File: config.mk
export PLATFORM = sky130hd
export DESIGN_NAME = i2c_master_bit_sequencer_core_flat
export DESIGN_NICKNAME = d
export VERILOG_FILES = /design/src/hdl/i2cm_pkg.sv /design/src/hdl/i2cm_cmd_if.sv /design/src/hdl/i2cm_res_if.sv /design/src/hdl/i2cm_step.sv /design/src/hdl/i2c_master_bit_sequencer_core.sv /design/src/flat_wrapper.sv
export SDC_FILE = /design/constraint.sdc
export NUM_CORES = 1
export LEC_CHECK = 0
export ABC_CLOCK_PERIOD_IN_PS = 3050
export BUFFER_PORTS_ARGS = -buffer_cell sky130_fd_sc_hd__buf_2
export CELL_PAD_IN_SITES_DETAIL_PLACEMENT = 1
export CELL_PAD_IN_SITES_GLOBAL_PLACEMENT = 1
export CORE_ASPECT_RATIO = 0.5
export CORE_MARGIN = 3
export CORE_UTILIZATION = 48
export DETAILED_ROUTE_END_ITERATION = 7
export PLACE_DENSITY_LB_ADDON = 0.1
export SLEW_MARGIN = 25
export SYNTH_ARGS = -nofsm -noshare
export SYNTH_HDL_FRONTEND = slang
export SYNTH_SLANG_ARGS = --single-unit
File: constraint.sdc
create_clock -name clk -period 3.05 [get_ports clk]
set_input_delay 0.61 -clock clk [delete_from_list [all_inputs] [get_ports clk]]
set_output_delay 0.61 -clock clk [all_outputs]
set_load 0.02 [all_outputs]
File: src/hdl/i2cm_pkg.sv
// Shared types and constants for the I2C master bit sequencer.
// Holds the command codes, the sequencer state record and the phase-count function.
// No dependencies.
package i2cm_pkg;

	// Command codes carried in the kind field; IDLE doubles as the tick code
	typedef enum logic [2:0] {
		CMD_IDLE    = 3'd0,
		CMD_START   = 3'd1,
		CMD_STOP    = 3'd2,
		CMD_WRITE   = 3'd3,
		CMD_READ    = 3'd4,
		CMD_WAITACK = 3'd5
	} cmd_e_t;

	// Acknowledge modes after a read
	localparam logic [1:0] ACK_NONE = 2'd0;
	localparam logic [1:0] ACK_SEND = 2'd1;
	localparam logic [1:0] ACK_NACK = 2'd2;
	localparam logic [1:0] ACK_RSVD = 2'd3;

	// Write phase positions inside one bit slot
	localparam logic [1:0] SUB_DATA = 2'd0;
	localparam logic [1:0] SUB_HIGH = 2'd1;
	localparam logic [1:0] SUB_LOW  = 2'd2;

	localparam logic [2:0] LAST_BIT = 3'd7;
	localparam logic [7:0] MSB_MASK = 8'h80;

	// Sequencer state; sub and bit_idx track phase mod 3 and phase / 3 for writes
	typedef struct packed {
		cmd_e_t     cmd;
		logic [4:0] phase;
		logic [1:0] sub;
		logic [2:0] bit_idx;
		logic [7:0] shift;
		logic [7:0] rx;
		logic [1:0] ack_mode;
		logic       scl;
		logic       sda;
		logic       nack;
	} seq_state_t;

	localparam seq_state_t SEQ_RESET = '{
		cmd: CMD_IDLE, phase: 5'd0, sub: SUB_DATA, bit_idx: 3'd0,
		shift: 8'd0, rx: 8'd0, ack_mode: ACK_NONE,
		scl: 1'b1, sda: 1'b1, nack: 1'b0
	};

	// One result word
	typedef struct packed {
		logic       scl;
		logic       sda;
		logic       busy_res;
		logic       done_res;
		logic [7:0] read_data;
		logic       nack;
		logic       rejected;
	} seq_res_t;

	// Number of line phases a command takes
	function automatic logic [4:0] total_phases(cmd_e_t cmd, logic [1:0] ack_mode);
		logic [4:0] n;
		n = 5'd0;
		unique case (cmd)
			CMD_START:   n = 5'd4;
			CMD_STOP:    n = 5'd2;
			CMD_WRITE:   n = 5'd24;
			CMD_READ: begin
				if (ack_mode == ACK_SEND) n = 5'd20;
				else if (ack_mode == ACK_NACK) n = 5'd19;
				else n = 5'd16;
			end
			CMD_WAITACK: n = 5'd3;
			default:     n = 5'd0;
		endcase
		return n;
	endfunction

endpackage

File: src/hdl/i2cm_cmd_if.sv
// Input channel of the I2C master bit sequencer: valid/ready plus command word.
// Depends on nothing.
interface i2cm_cmd_if;
	logic       valid;
	logic       ready;
	logic [2:0] kind;
	logic [7:0] data_byte;
	logic [1:0] ack_mode;
	logic       sda_in;

	modport source (output valid, kind, data_byte, ack_mode, sda_in, input ready);
	modport sink (input valid, kind, data_byte, ack_mode, sda_in, output ready);
endinterface

File: src/hdl/i2cm_res_if.sv
// Output channel of the I2C master bit sequencer: valid/ready plus result word.
// Depends on nothing.
interface i2cm_res_if;
	logic       valid;
	logic       ready;
	logic       scl;
	logic       sda;
	logic       busy_res;
	logic       done_res;
	logic [7:0] read_data;
	logic       nack;
	logic       rejected;

	modport source (output valid, scl, sda, busy_res, done_res, read_data, nack, rejected,
		input ready);
	modport sink (input valid, scl, sda, busy_res, done_res, read_data, nack, rejected,
		output ready);
endinterface

File: src/hdl/i2cm_step.sv
// Next-state and result logic for one word of the I2C master bit sequencer.
// Depends on i2cm_pkg.
module i2cm_step
	import i2cm_pkg::*;
(
	input  seq_state_t st,
	input  logic [2:0] kind,
	input  logic [7:0] data_byte,
	input  logic [1:0] ack_mode,
	input  logic       sda_in,
	output seq_state_t st_next,
	output seq_res_t   res
);

	logic       is_cmd;
	logic       done;
	logic       rej;
	logic [4:0] phase_inc;

	assign is_cmd = (kind >= 3'(CMD_START)) && (kind <= 3'(CMD_WAITACK));
	assign phase_inc = st.phase + 5'd1;

	always_comb begin
		st_next = st;
		done = 1'b0;
		rej = 1'b0;
		if (st.cmd != CMD_IDLE) begin
			if (is_cmd) begin
				rej = 1'b1;
			end else begin
				// run one line phase of the active command
				unique case (st.cmd)
					CMD_START: begin
						case (st.phase[1:0])
							2'd0: st_next.sda = 1'b1;
							2'd1: st_next.scl = 1'b1;
							2'd2: st_next.sda = 1'b0;
							default: st_next.scl = 1'b0;
						endcase
					end
					CMD_STOP: begin
						if (st.phase == 5'd0) begin
							st_next.sda = 1'b0;
							st_next.scl = 1'b1;
						end else begin
							st_next.sda = 1'b1;
						end
					end
					CMD_WRITE: begin
						case (st.sub)
							SUB_DATA: begin
								st_next.sda = |(st.shift & MSB_MASK);
								st_next.sub = SUB_HIGH;
							end
							SUB_HIGH: begin
								st_next.scl = 1'b1;
								st_next.sub = SUB_LOW;
							end
							default: begin
								st_next.scl = 1'b0;
								st_next.shift = {st.shift[6:0], 1'b0};
								if (st.bit_idx == LAST_BIT) st_next.sda = 1'b1;
								st_next.sub = SUB_DATA;
								st_next.bit_idx = st.bit_idx + 3'd1;
							end
						endcase
					end
					CMD_READ: begin
						if (!st.phase[4]) begin
							// data bits: sample on the high phase
							if (!st.phase[0]) begin
								st_next.scl = 1'b1;
								st_next.shift = {st.shift[6:0], sda_in};
							end else begin
								st_next.scl = 1'b0;
							end
						end else begin
							// acknowledge slot
							case (st.phase[1:0])
								2'd0: st_next.sda = (st.ack_mode != ACK_SEND);
								2'd1: st_next.scl = 1'b1;
								2'd2: st_next.scl = 1'b0;
								default: st_next.sda = 1'b1;
							endcase
						end
					end
					CMD_WAITACK: begin
						if (st.phase == 5'd0) begin
							st_next.sda = 1'b1;
						end else if (st.phase == 5'd1) begin
							st_next.scl = 1'b1;
							st_next.nack = sda_in;
						end else begin
							st_next.scl = 1'b0;
						end
					end
					default: ;
				endcase
				st_next.phase = phase_inc;
				// completion check
				if (phase_inc >= total_phases(st.cmd, st.ack_mode)) begin
					if (st.cmd == CMD_READ) st_next.rx = st_next.shift;
					done = 1'b1;
					st_next.cmd = CMD_IDLE;
					st_next.phase = 5'd0;
				end
			end
		end else if (is_cmd) begin
			// load a new command
			st_next.cmd = cmd_e_t'(kind);
			st_next.phase = 5'd0;
			st_next.sub = SUB_DATA;
			st_next.bit_idx = 3'd0;
			st_next.shift = (kind == 3'(CMD_WRITE)) ? data_byte : 8'd0;
			st_next.ack_mode = ((kind == 3'(CMD_READ)) && (ack_mode != ACK_RSVD)) ?
				ack_mode : ACK_NONE;
		end
	end

	// result word reflects the state after the step
	always_comb begin
		res.scl = st_next.scl;
		res.sda = st_next.sda;
		res.busy_res = (st_next.cmd != CMD_IDLE);
		res.done_res = done;
		res.read_data = st_next.rx;
		res.nack = st_next.nack;
		res.rejected = rej;
	end

endmodule

File: src/hdl/i2c_master_bit_sequencer_core.sv
// Top level of the I2C master bit sequencer: input register, step logic, result register.
// Depends on i2cm_pkg, i2cm_cmd_if, i2cm_res_if and i2cm_step.
//
// I2C master line sequencer. A command word (start, stop, write byte, read byte with
// optional ACK/NACK, wait acknowledge) is loaded while idle; each following tick word
// moves the bus one phase and carries the sampled SDA level. Every accepted word gives
// exactly one result word with the SCL/SDA levels (SDA 1 = released), busy, done on the
// last tick of a command, the last read byte, the last acknowledge result, and a
// rejected flag for a command that arrived while busy. Throughput is one word per clock
// while the output is not stalled: the sequencer state updates in one pass of the step
// logic. The input register takes the word at acceptance, the result register takes its
// result when it is free or being emptied, and the result word is offered from there.
// A stalled output holds the result register and backs up into the input register.
module i2c_master_bit_sequencer_core
	import i2cm_pkg::*;
(
	input  logic       clk,
	input  logic       arst_n,
	i2cm_cmd_if.sink   cmd,
	i2cm_res_if.source res
);

	logic       v_s1;
	logic [2:0] kind_s1;
	logic [7:0] data_byte_s1;
	logic [1:0] ack_mode_s1;
	logic       sda_in_s1;

	logic       res_v_q;
	seq_res_t   res_q;
	seq_state_t st_q;

	seq_state_t st_next;
	seq_res_t   res_next;
	logic       adv_s1;

	// stage 1 moves on when the result register is free or being emptied
	assign adv_s1 = v_s1 && (!res_v_q || res.ready);
	assign cmd.ready = !v_s1 || adv_s1;

	// input register
	always_ff @(posedge clk or negedge arst_n) begin
		if (!arst_n) begin
			v_s1 <= 1'b0;
		end else if (cmd.ready) begin
			v_s1 <= cmd.valid;
		end
	end

	always_ff @(posedge clk) begin
		if (cmd.ready && cmd.valid) begin
			kind_s1 <= cmd.kind;
			data_byte_s1 <= cmd.data_byte;
			ack_mode_s1 <= cmd.ack_mode;
			sda_in_s1 <= cmd.sda_in;
		end
	end

	i2cm_step u_step (
		.st        (st_q),
		.kind      (kind_s1),
		.data_byte (data_byte_s1),
		.ack_mode  (ack_mode_s1),
		.sda_in    (sda_in_s1),
		.st_next   (st_next),
		.res       (res_next)
	);

	// sequencer state
	always_ff @(posedge clk or negedge arst_n) begin
		if (!arst_n) begin
			st_q <= SEQ_RESET;
		end else if (adv_s1) begin
			st_q <= st_next;
		end
	end

	// result register
	always_ff @(posedge clk or negedge arst_n) begin
		if (!arst_n) begin
			res_v_q <= 1'b0;
		end else if (adv_s1) begin
			res_v_q <= 1'b1;
		end else if (res.ready) begin
			res_v_q <= 1'b0;
		end
	end

	always_ff @(posedge clk) begin
		if (adv_s1) res_q <= res_next;
	end

	assign res.valid = res_v_q;
	assign res.scl = res_q.scl;
	assign res.sda = res_q.sda;
	assign res.busy_res = res_q.busy_res;
	assign res.done_res = res_q.done_res;
	assign res.read_data = res_q.read_data;
	assign res.nack = res_q.nack;
	assign res.rejected = res_q.rejected;

endmodule

File: src/flat_wrapper.sv
// flat-port wrapper written by rule: the top's interface ports become plain ports
module i2c_master_bit_sequencer_core_flat import i2cm_pkg::*;
  (clk, arst_n, cmd_valid, cmd_kind, cmd_data_byte, cmd_ack_mode, cmd_sda_in, cmd_ready, res_valid, res_scl, res_sda, res_busy_res, res_done_res, res_read_data, res_nack, res_rejected, res_ready);
  i2cm_cmd_if cmd_i ();
  i2cm_res_if res_i ();
  input  logic clk;
  input  logic arst_n;
  input wire logic [$bits(cmd_i.valid)-1:0] cmd_valid;
  input wire logic [$bits(cmd_i.kind)-1:0] cmd_kind;
  input wire logic [$bits(cmd_i.data_byte)-1:0] cmd_data_byte;
  input wire logic [$bits(cmd_i.ack_mode)-1:0] cmd_ack_mode;
  input wire logic [$bits(cmd_i.sda_in)-1:0] cmd_sda_in;
  output wire logic [$bits(cmd_i.ready)-1:0] cmd_ready;
  output wire logic [$bits(res_i.valid)-1:0] res_valid;
  output wire logic [$bits(res_i.scl)-1:0] res_scl;
  output wire logic [$bits(res_i.sda)-1:0] res_sda;
  output wire logic [$bits(res_i.busy_res)-1:0] res_busy_res;
  output wire logic [$bits(res_i.done_res)-1:0] res_done_res;
  output wire logic [$bits(res_i.read_data)-1:0] res_read_data;
  output wire logic [$bits(res_i.nack)-1:0] res_nack;
  output wire logic [$bits(res_i.rejected)-1:0] res_rejected;
  input wire logic [$bits(res_i.ready)-1:0] res_ready;
  assign cmd_i.valid = cmd_valid;
  assign cmd_i.kind = cmd_kind;
  assign cmd_i.data_byte = cmd_data_byte;
  assign cmd_i.ack_mode = cmd_ack_mode;
  assign cmd_i.sda_in = cmd_sda_in;
  assign cmd_ready = cmd_i.ready;
  assign res_valid = res_i.valid;
  assign res_scl = res_i.scl;
  assign res_sda = res_i.sda;
  assign res_busy_res = res_i.busy_res;
  assign res_done_res = res_i.done_res;
  assign res_read_data = res_i.read_data;
  assign res_nack = res_i.nack;
  assign res_rejected = res_i.rejected;
  assign res_i.ready = res_ready;
  i2c_master_bit_sequencer_core u_core (.clk(clk), .arst_n(arst_n), .cmd(cmd_i), .res(res_i));
endmodule
==> flow_metrics.py, run 1 <==
metrics = {
    "timing": {
        "max_freq_ghz": 0.351,
        "fin_crit_ns": 2.85,
        "finalHoldViolCount": 0,
        "worstMarginPinSlew_ns": 0.869,
        "final.period_utilization_pct": 93.5,
        "worst_clock_skew_ns": 0.00855,
        "fin_ws_ns": 0.199,
        "final-setup-viol-count": 0,
        "slew_violations": 0,
        "maxSlewHeadroom_pct": 42.1,
        "setup-tns-final_ns": 0,
        "grt_setup_unrepaired": "no",
    },
    "routing": {
        "viasPerCell": 5.87,
        "final_routed_drc_violation_total": 0,
        "route.final.wire_length_mm": 8.29,
        "drt_first_pass_iters": 4,
        "drt-wirelength-per-cell_um": 21.0,
        "detailedRoute.firstIterationViolations": 128,
        "residual_antenna_violating_net_count_after_detailed_routing": 0,
        "routed-via-count": 2314,
    },
    "floorplanning": {
        "dieHeight_um": 64.5,
        "design.die.area_um2": 7930,
        "die_w_um": 123,
        "ioPinCount": 34,
        "start_util_pct": 51.8,
        "floorplan.rows": 20,
        "floorplan.core_area_um2": 6330,
    },
    "worst_setup_path": {
        "critPathMaxFanout": 8,
        "worstPathRequired_ns": 3.14,
        "worst-setup-path-type": "flop to flop",
        "cp_data_arrival_time_ns": 2.94,
        "slack_of_the_worst_reg_to_reg_path_ns": 0.20,
        "r2r-end": "u_core.res.read_data[2]",
        "slowest_stage_cell_cp": "sky130_fd_sc_hd__dfrtp_1",
        "timing.critical_path.mode_cell": "sky130_fd_sc_hd__ha_1",
        "cp_slowest_stage_delay_ns": 0.51,
        "cp_num_buf_inv": 0,
        "setup.worst_path.start_class": "flop",
        "reg2regPathDepth": 8,
        "timing.critical_path.max_delay_family": "simple AND/OR/NAND/NOR gates",
        "worstPathCellList": "ha_1 -> nand3_1 -> xnor2_1 -> ha_1 -> nand2_1 -> o21ai_1 -> and3_1 -> mux2_2",
        "worstSetupEndpointType": "flop",
        "rr_startpoint": "u_core.st_q[26]",
    },
    "synth": {
        "synth-seq-cells": 64,
        "yosys_warnings": 0,
        "synthCells": 259,
        "mappedNetlistNets": 291,
        "postSynth.asyncResetShare_pct": 56.3,
        "synth_fa_ha_area_share_pct": 5.34,
        "synth_xor_xnor_area_share_pct": 0.801,
        "synth-edff-count": 28,
        "post_synth_main_area_contributors": "sky130_fd_sc_hd__dfrtp_1 26%, sky130_fd_sc_hd__edfxtp_1 26%, sky130_fd_sc_hd__mux2_2 9.3%",
        "mux_cell_area_share_after_synthesis_pct": 10.9,
        "synth-main-ff-cell": "sky130_fd_sc_hd__dfrtp_1",
        "seq_area_frac_synth_pct": 53.1,
        "synth_largest_area_cell": "sky130_fd_sc_hd__dfrtp_1",
        "post_synth_instance_area_um2": 3280,
        "yosysTopAreaCellShare_pct": 25.9,
        "post_synth.cell_area_avg_um2": 12.7,
        "main_combinational_cell_family_by_area_after_synthesis": "simple AND/OR/NAND/NOR gates",
        "synthDistinctLibCells": 58,
        "synth_simple_gate_area_share_pct": 14.6,
        "yosysMostFrequentCell": "sky130_fd_sc_hd__dfrtp_1",
        "synth.cells.most_frequent": "34 x sky130_fd_sc_hd__dfrtp_1, 28 x sky130_fd_sc_hd__edfxtp_1, 27 x sky130_fd_sc_hd__mux2_2",
        "area_fraction_in_compound_gates_after_synthesis_pct": 12.8,
    },
    "pwr": {
        "p_leak_nw": 1.78,
        "power.ir.vdd_worst_v": 0.000546,
        "power.density_cell_area_nw_per_um2": 900,
    },
    "clocking": {
        "cts_max_path_buffers": 2,
        "cts.root.buffer_cell": "sky130_fd_sc_hd__clkbuf_16",
        "numCtsBuffers": 9,
        "clkLatencyLatePin_ns": 0.34,
        "holdBufCountCts": 0,
        "clkSinkCount": 64,
        "cts.reportedPaths.clkPinSlew_ns": 0.06,
        "cts_htree_levels": 3,
        "cts_repair_resized_insts": 0,
        "cts_setup_buffers": 0,
        "cts_tree": "built",
    },
    "flow_run": {
        "max_cap_viols": 0,
    },
    "placement": {
        "detailed_place_hpwl_mm": 5.54,
        "post-place-ws_ns": 0.226,
        "io_buffer_count": 33,
        "finalWeightedCongestion": 0.840,
    },
    "cells_and_area": {
        "area_growth_pct": 18.4,
        "total_nets_final": 333,
        "filler_instances": 631,
        "layout-drive-gt1-share_pct": 32.0,
        "insertedDiodeCount": 0,
    },
    "grt": {
        "grt_max_degree": 37,
        "first_global_vias": 2562,
        "groute.usage.overall_pct": 23.8,
        "antenna_found_initial": 0,
        "gr-total-overflow": 0,
        "grt_first_pass_wirelength_mm": 13.9,
    },
    "outcome": {
        "outcome": "complete, no violations",
    },
    "min_path": {
        "timing.hold.worst.class": "input pin to async pin",
    },
}
-- kinds of logic (layout without fill, tap and decap cells) --
group / after synthesis / in the layout
adder cells (fa/ha/maj): 14 / 14
multiplexers: 32 / 32
AO/OA/AOI/OAI: 55 / 55
flip-flops: 64 / 64
XOR/XNOR: 3 / 3
buffers and inverters: 18 / 65
AND/OR/NAND/NOR: 73 / 73
-- per-layer routing --
layer | vias up | global-route usage (%) | wire length, um
met1 | 1205 | 30.6 | 3700
met5 | - | 0 | 0
met2 | 40 | 39.4 | 4160
met4 | 0 | 7.53 | 101
li1 | 1057 | - | -
met3 | 12 | 6.36 | 318
-- cells in the final DEF, fill, tap and decap left out, types with 2 or more instances in the layout --
cell                         instances
sky130_fd_sc_hd__edfxtp_1           28
sky130_fd_sc_hd__nand2b_1           12
sky130_fd_sc_hd__buf_4               6
sky130_fd_sc_hd__xnor2_1             2
sky130_fd_sc_hd__dfstp_2             2
sky130_fd_sc_hd__nor2_1             12
sky130_fd_sc_hd__clkinvlp_4          3
sky130_fd_sc_hd__o22ai_1             2
sky130_fd_sc_hd__nand3b_1            2
sky130_fd_sc_hd__nor3_1              5
sky130_fd_sc_hd__nor2_2              2
sky130_fd_sc_hd__a22o_1             17
sky130_fd_sc_hd__a21oi_1             4
sky130_fd_sc_hd__mux2_1              3
sky130_fd_sc_hd__nand3_1             5
sky130_fd_sc_hd__o21bai_1            3
sky130_fd_sc_hd__or3_4               3
sky130_fd_sc_hd__mux2i_1             2
sky130_fd_sc_hd__mux2_2             27
sky130_fd_sc_hd__a31oi_1             3
sky130_fd_sc_hd__ha_1               14
sky130_fd_sc_hd__inv_1               8
sky130_fd_sc_hd__o41ai_1             2
sky130_fd_sc_hd__clkbuf_16           9
sky130_fd_sc_hd__nor2b_1             3
sky130_fd_sc_hd__a21o_1             10
sky130_fd_sc_hd__o21ai_1             2
sky130_fd_sc_hd__and2_1              3
sky130_fd_sc_hd__nand2_1            11
sky130_fd_sc_hd__buf_2              33
sky130_fd_sc_hd__o221ai_1            2
sky130_fd_sc_hd__bufinv_16           2
sky130_fd_sc_hd__dfrtp_1            34
-- registers in the layout, summed over array words and instances, names as in the netlist --
signal and flops:
u_core.res.done_res 1, u_core.st_q 34, u_core.kind_s1 3, u_core.ack_mode_s1 2, u_core.data_byte_s1 8, u_core.sda_in_s1 1, u_core.res.nack 1, u_core.res.valid 1
u_core.res.scl 1, u_core.res.busy_res 1, u_core.res.rejected 1, u_core.v_s1 1, u_core.res.read_data 8, u_core.res.sda 1
-- power by group --
part           switching, mW  internal (mW)  total [mW]
sequential             0.164           1.07        1.24
clock                  0.381          0.717        1.10
combinational          0.670          0.488        1.16
total                   1.21           2.28        3.49
-- final cells by class --
class	instances	area (um^2)	share of cell area, %
flip-flops and latches	64	1740	44.9
multi-input cells	177	1460	37.6
clock buffers	10	229	5.89
repair buffers	39	210	5.41
well taps	88	110	2.83
clock inverters	6	91.3	2.35
inverters	10	40.0	1.03
-- how the worst max path moves through the flow --
stage,startpoint,to,slack [ns],cells after the start
2_1_floorplan,u_core.st_q[31],u_core.res.read_data[0],0.27,11
3_3_place_gp,u_core.st_q[32],u_core.res.read_data[4],0.35,8
3_5_place_dp,u_core.st_q[26],u_core.res.read_data[3],0.23,7
4_1_cts,u_core.st_q[26],u_core.res.read_data[7],0.22,8
5_1_grt,u_core.st_q[26],u_core.res.read_data[2],0.0002,8
6_report,u_core.st_q[26],u_core.res.read_data[2],0.20,8
-- metrics by stage --
stage | power [mW] | util [%] | area, um^2 | hold WS [ns] | instances
detailed placement | 2.38 | 56.3 | 3560 | 0.458 | 378
global route | 3.70 | 61.4 | 3880 | 0.435 | 394
floorplan | 2.01 | - | 3280 | 0.314 | 259
global placement | 2.31 | 56.3 | 3560 | 0.442 | 378
finish | 3.49 | 61.4 | 3880 | 0.387 | 394
CTS | 3.51 | 61.4 | 3880 | 0.412 | 394
Power figures use the tool's default switching activity.
==> run 2: changes to the inputs <==
Settings changed: CELL_PAD_IN_SITES_DETAIL_PLACEMENT 1 to 2, CELL_PAD_IN_SITES_GLOBAL_PLACEMENT 1 to 2, CORE_UTILIZATION 48 to 40.
==> flow_metrics.py, run 2 (synthesis gave the netlist of run 1 again) <==
metrics = {
    "clocking": {
        "cts_htree_levels": 3,
        "cts_tree": "built",
        "clkSinkCount": 64,
        "cts.root.buffer_cell": "sky130_fd_sc_hd__clkbuf_16",
        "cts_max_path_buffers": 2,
        "clkLatencyLatePin_ns": 0.34,
        "cts.reportedPaths.clkPinSlew_ns": 0.05,
        "numCtsBuffers": 9,
        "holdBufCountCts": 0,
        "cts_repair_resized_insts": 0,
        "cts_setup_buffers": 0,
    },
    "timing": {
        "final-setup-viol-count": 0,
        "max_freq_ghz": 0.357,
        "maxSlewHeadroom_pct": 39.3,
        "fin_crit_ns": 2.80,
        "worst_clock_skew_ns": 0.00779,
        "grt_setup_unrepaired": "no",
        "setup-tns-final_ns": 0,
        "slew_violations": 0,
        "worstMarginPinSlew_ns": 0.911,
        "final.period_utilization_pct": 91.9,
        "finalHoldViolCount": 0,
    },
    "worst_setup_path": {
        "rr_startpoint": "u_core.st_q[33]",
        "setup.worst_path.start_class": "flop",
        "r2r-end": "u_core.res.read_data[3]",
        "slack_of_the_worst_reg_to_reg_path_ns": 0.25,
        "slowest_stage_cell_cp": "sky130_fd_sc_hd__dfrtp_1",
        "cp_data_arrival_time_ns": 2.88,
        "critPathMaxFanout": 11,
        "worst-setup-path-type": "flop to flop",
        "cp_slowest_stage_delay_ns": 0.56,
        "reg2regPathDepth": 8,
        "worstPathRequired_ns": 3.13,
        "worstPathCellList": "nor3b_1 -> o21bai_1 -> ha_1 -> a21o_1 -> a31oi_1 -> o21ai_1 -> and3_1 -> mux2_2",
        "worstSetupEndpointType": "flop",
    },
    "routing": {
        "residual_antenna_violating_net_count_after_detailed_routing": 0,
        "detailedRoute.firstIterationViolations": 152,
        "viasPerCell": 5.63,
        "drt_first_pass_iters": 4,
        "routed-via-count": 2344,
        "drt-wirelength-per-cell_um": 22.4,
        "final_routed_drc_violation_total": 0,
        "route.final.wire_length_mm": 9.33,
    },
    "cells_and_area": {
        "filler_instances": 776,
        "total_nets_final": 335,
        "layout.cells.most_common_list": "34 x sky130_fd_sc_hd__dfrtp_1, 33 x sky130_fd_sc_hd__buf_2, 28 x sky130_fd_sc_hd__edfxtp_1, 27 x sky130_fd_sc_hd__mux2_2, 17 x sky130_fd_sc_hd__a22o_1",
        "largest_register_ffs": 34,
        "layout_commonest_cell": "sky130_fd_sc_hd__dfrtp_1",
        "fin_cells": 416,
        "area_growth_pct": 19.1,
        "registers.top_by_ff_count": "u_core.st_q",
        "insertedDiodeCount": 0,
        "layout-drive-gt1-share_pct": 32.1,
    },
    "floorplanning": {
        "dieHeight_um": 70.1,
        "floorplan.core_area_um2": 7650,
        "die_w_um": 134,
        "design.die.area_um2": 9390,
        "floorplan.rows": 22,
        "ioPinCount": 34,
        "start_util_pct": 42.9,
    },
    "grt": {
        "antenna_found_initial": 0,
        "first_global_vias": 2688,
        "grt_first_pass_wirelength_mm": 15.4,
        "gr-total-overflow": 0,
        "groute.usage.overall_pct": 21.6,
        "grt_max_degree": 37,
    },
    "placement": {
        "finalWeightedCongestion": 0.820,
        "io_buffer_count": 33,
        "detailed_place_hpwl_mm": 6.50,
        "dpl_cells": 400,
    },
    "pwr": {
        "power.ir.vdd_worst_v": 0.000316,
        "power.density_cell_area_nw_per_um2": 890,
        "p_leak_nw": 1.79,
    },
    "min_path": {
        "timing.hold.worst.class": "input pin to async pin",
    },
    "outcome": {
        "outcome": "complete, no violations",
    },
    "flow_run": {
        "max_cap_viols": 0,
    },
}
run 2: metrics by stage:
step	setup slack (ns)	power [mW]	util, %	hold slack [ns]	cell area [um^2]
CTS	0.229	3.52	51.1	0.436	3910
detailed placement	0.288	2.42	47.1	0.476	3600
floorplan	0.274	2.01	-	0.314	3280
finish	0.246	3.48	51.1	0.408	3910
global placement	0.339	2.35	47.1	0.442	3600
global route	0.0388	3.68	51.1	0.432	3910
run 2: critical path: cells and delay by family (launching register included):
| family | cells | cell delay [ns] |
|---|---|---|
| flip-flops | 1 | 0.56 |
| multiplexers | 1 | 0.40 |
| adder cells (fa/ha/maj) | 1 | 0.31 |
| AO/OA/AOI/OAI | 4 | 0.52 |
| AND/OR/NAND/NOR | 2 | 0.76 |
run 2: area by class of cell:
class                           instances  area [um^2]  share of cell area [%]
Inverter                               10         40.0                    1.02
Tap cell                              108          135                    3.46
Multi-Input combinational cell        177         1460                    37.4
Timing Repair Buffer                   41          225                    5.76
Sequential cell                        64         1740                    44.6
Clock inverter                          3         42.5                    1.09
Clock buffer                           13          260                    6.66
run 2: how the worst max path moves through the flow:
stage / slack, ns / end / cells past startpoint / startpoint
floorplan: 0.27 / u_core.res.read_data[0] / 11 / u_core.st_q[31]
global placement: 0.34 / u_core.res.read_data[5] / 8 / u_core.st_q[32]
detailed placement: 0.29 / u_core.res.read_data[3] / 7 / u_core.st_q[26]
CTS: 0.23 / u_core.res.read_data[3] / 9 / u_core.st_q[4]
global route: 0.04 / u_core.res.read_data[3] / 8 / u_core.st_q[32]
finish: 0.25 / u_core.res.read_data[3] / 8 / u_core.st_q[33]
run 2: power by group:
part           leakage [nW]  internal (mW)  switching, mW
clock network         0.146          0.676          0.368
registers             0.750           1.08          0.189
logic                 0.892          0.489          0.680
total                  1.79           2.24           1.24
run 2: metal layers:
layer  vias to the layer above  part of all wire, %  track usage (%)  wire length [um]
met1                      1240                   45             27.3              4220
met5                         -                    0                0                 0
met2                        31                   51             37.1              4760
met4                         0                  1.1             5.42               100
met3                         9                  2.7             5.83               252
li1                       1064                    -                -                 -
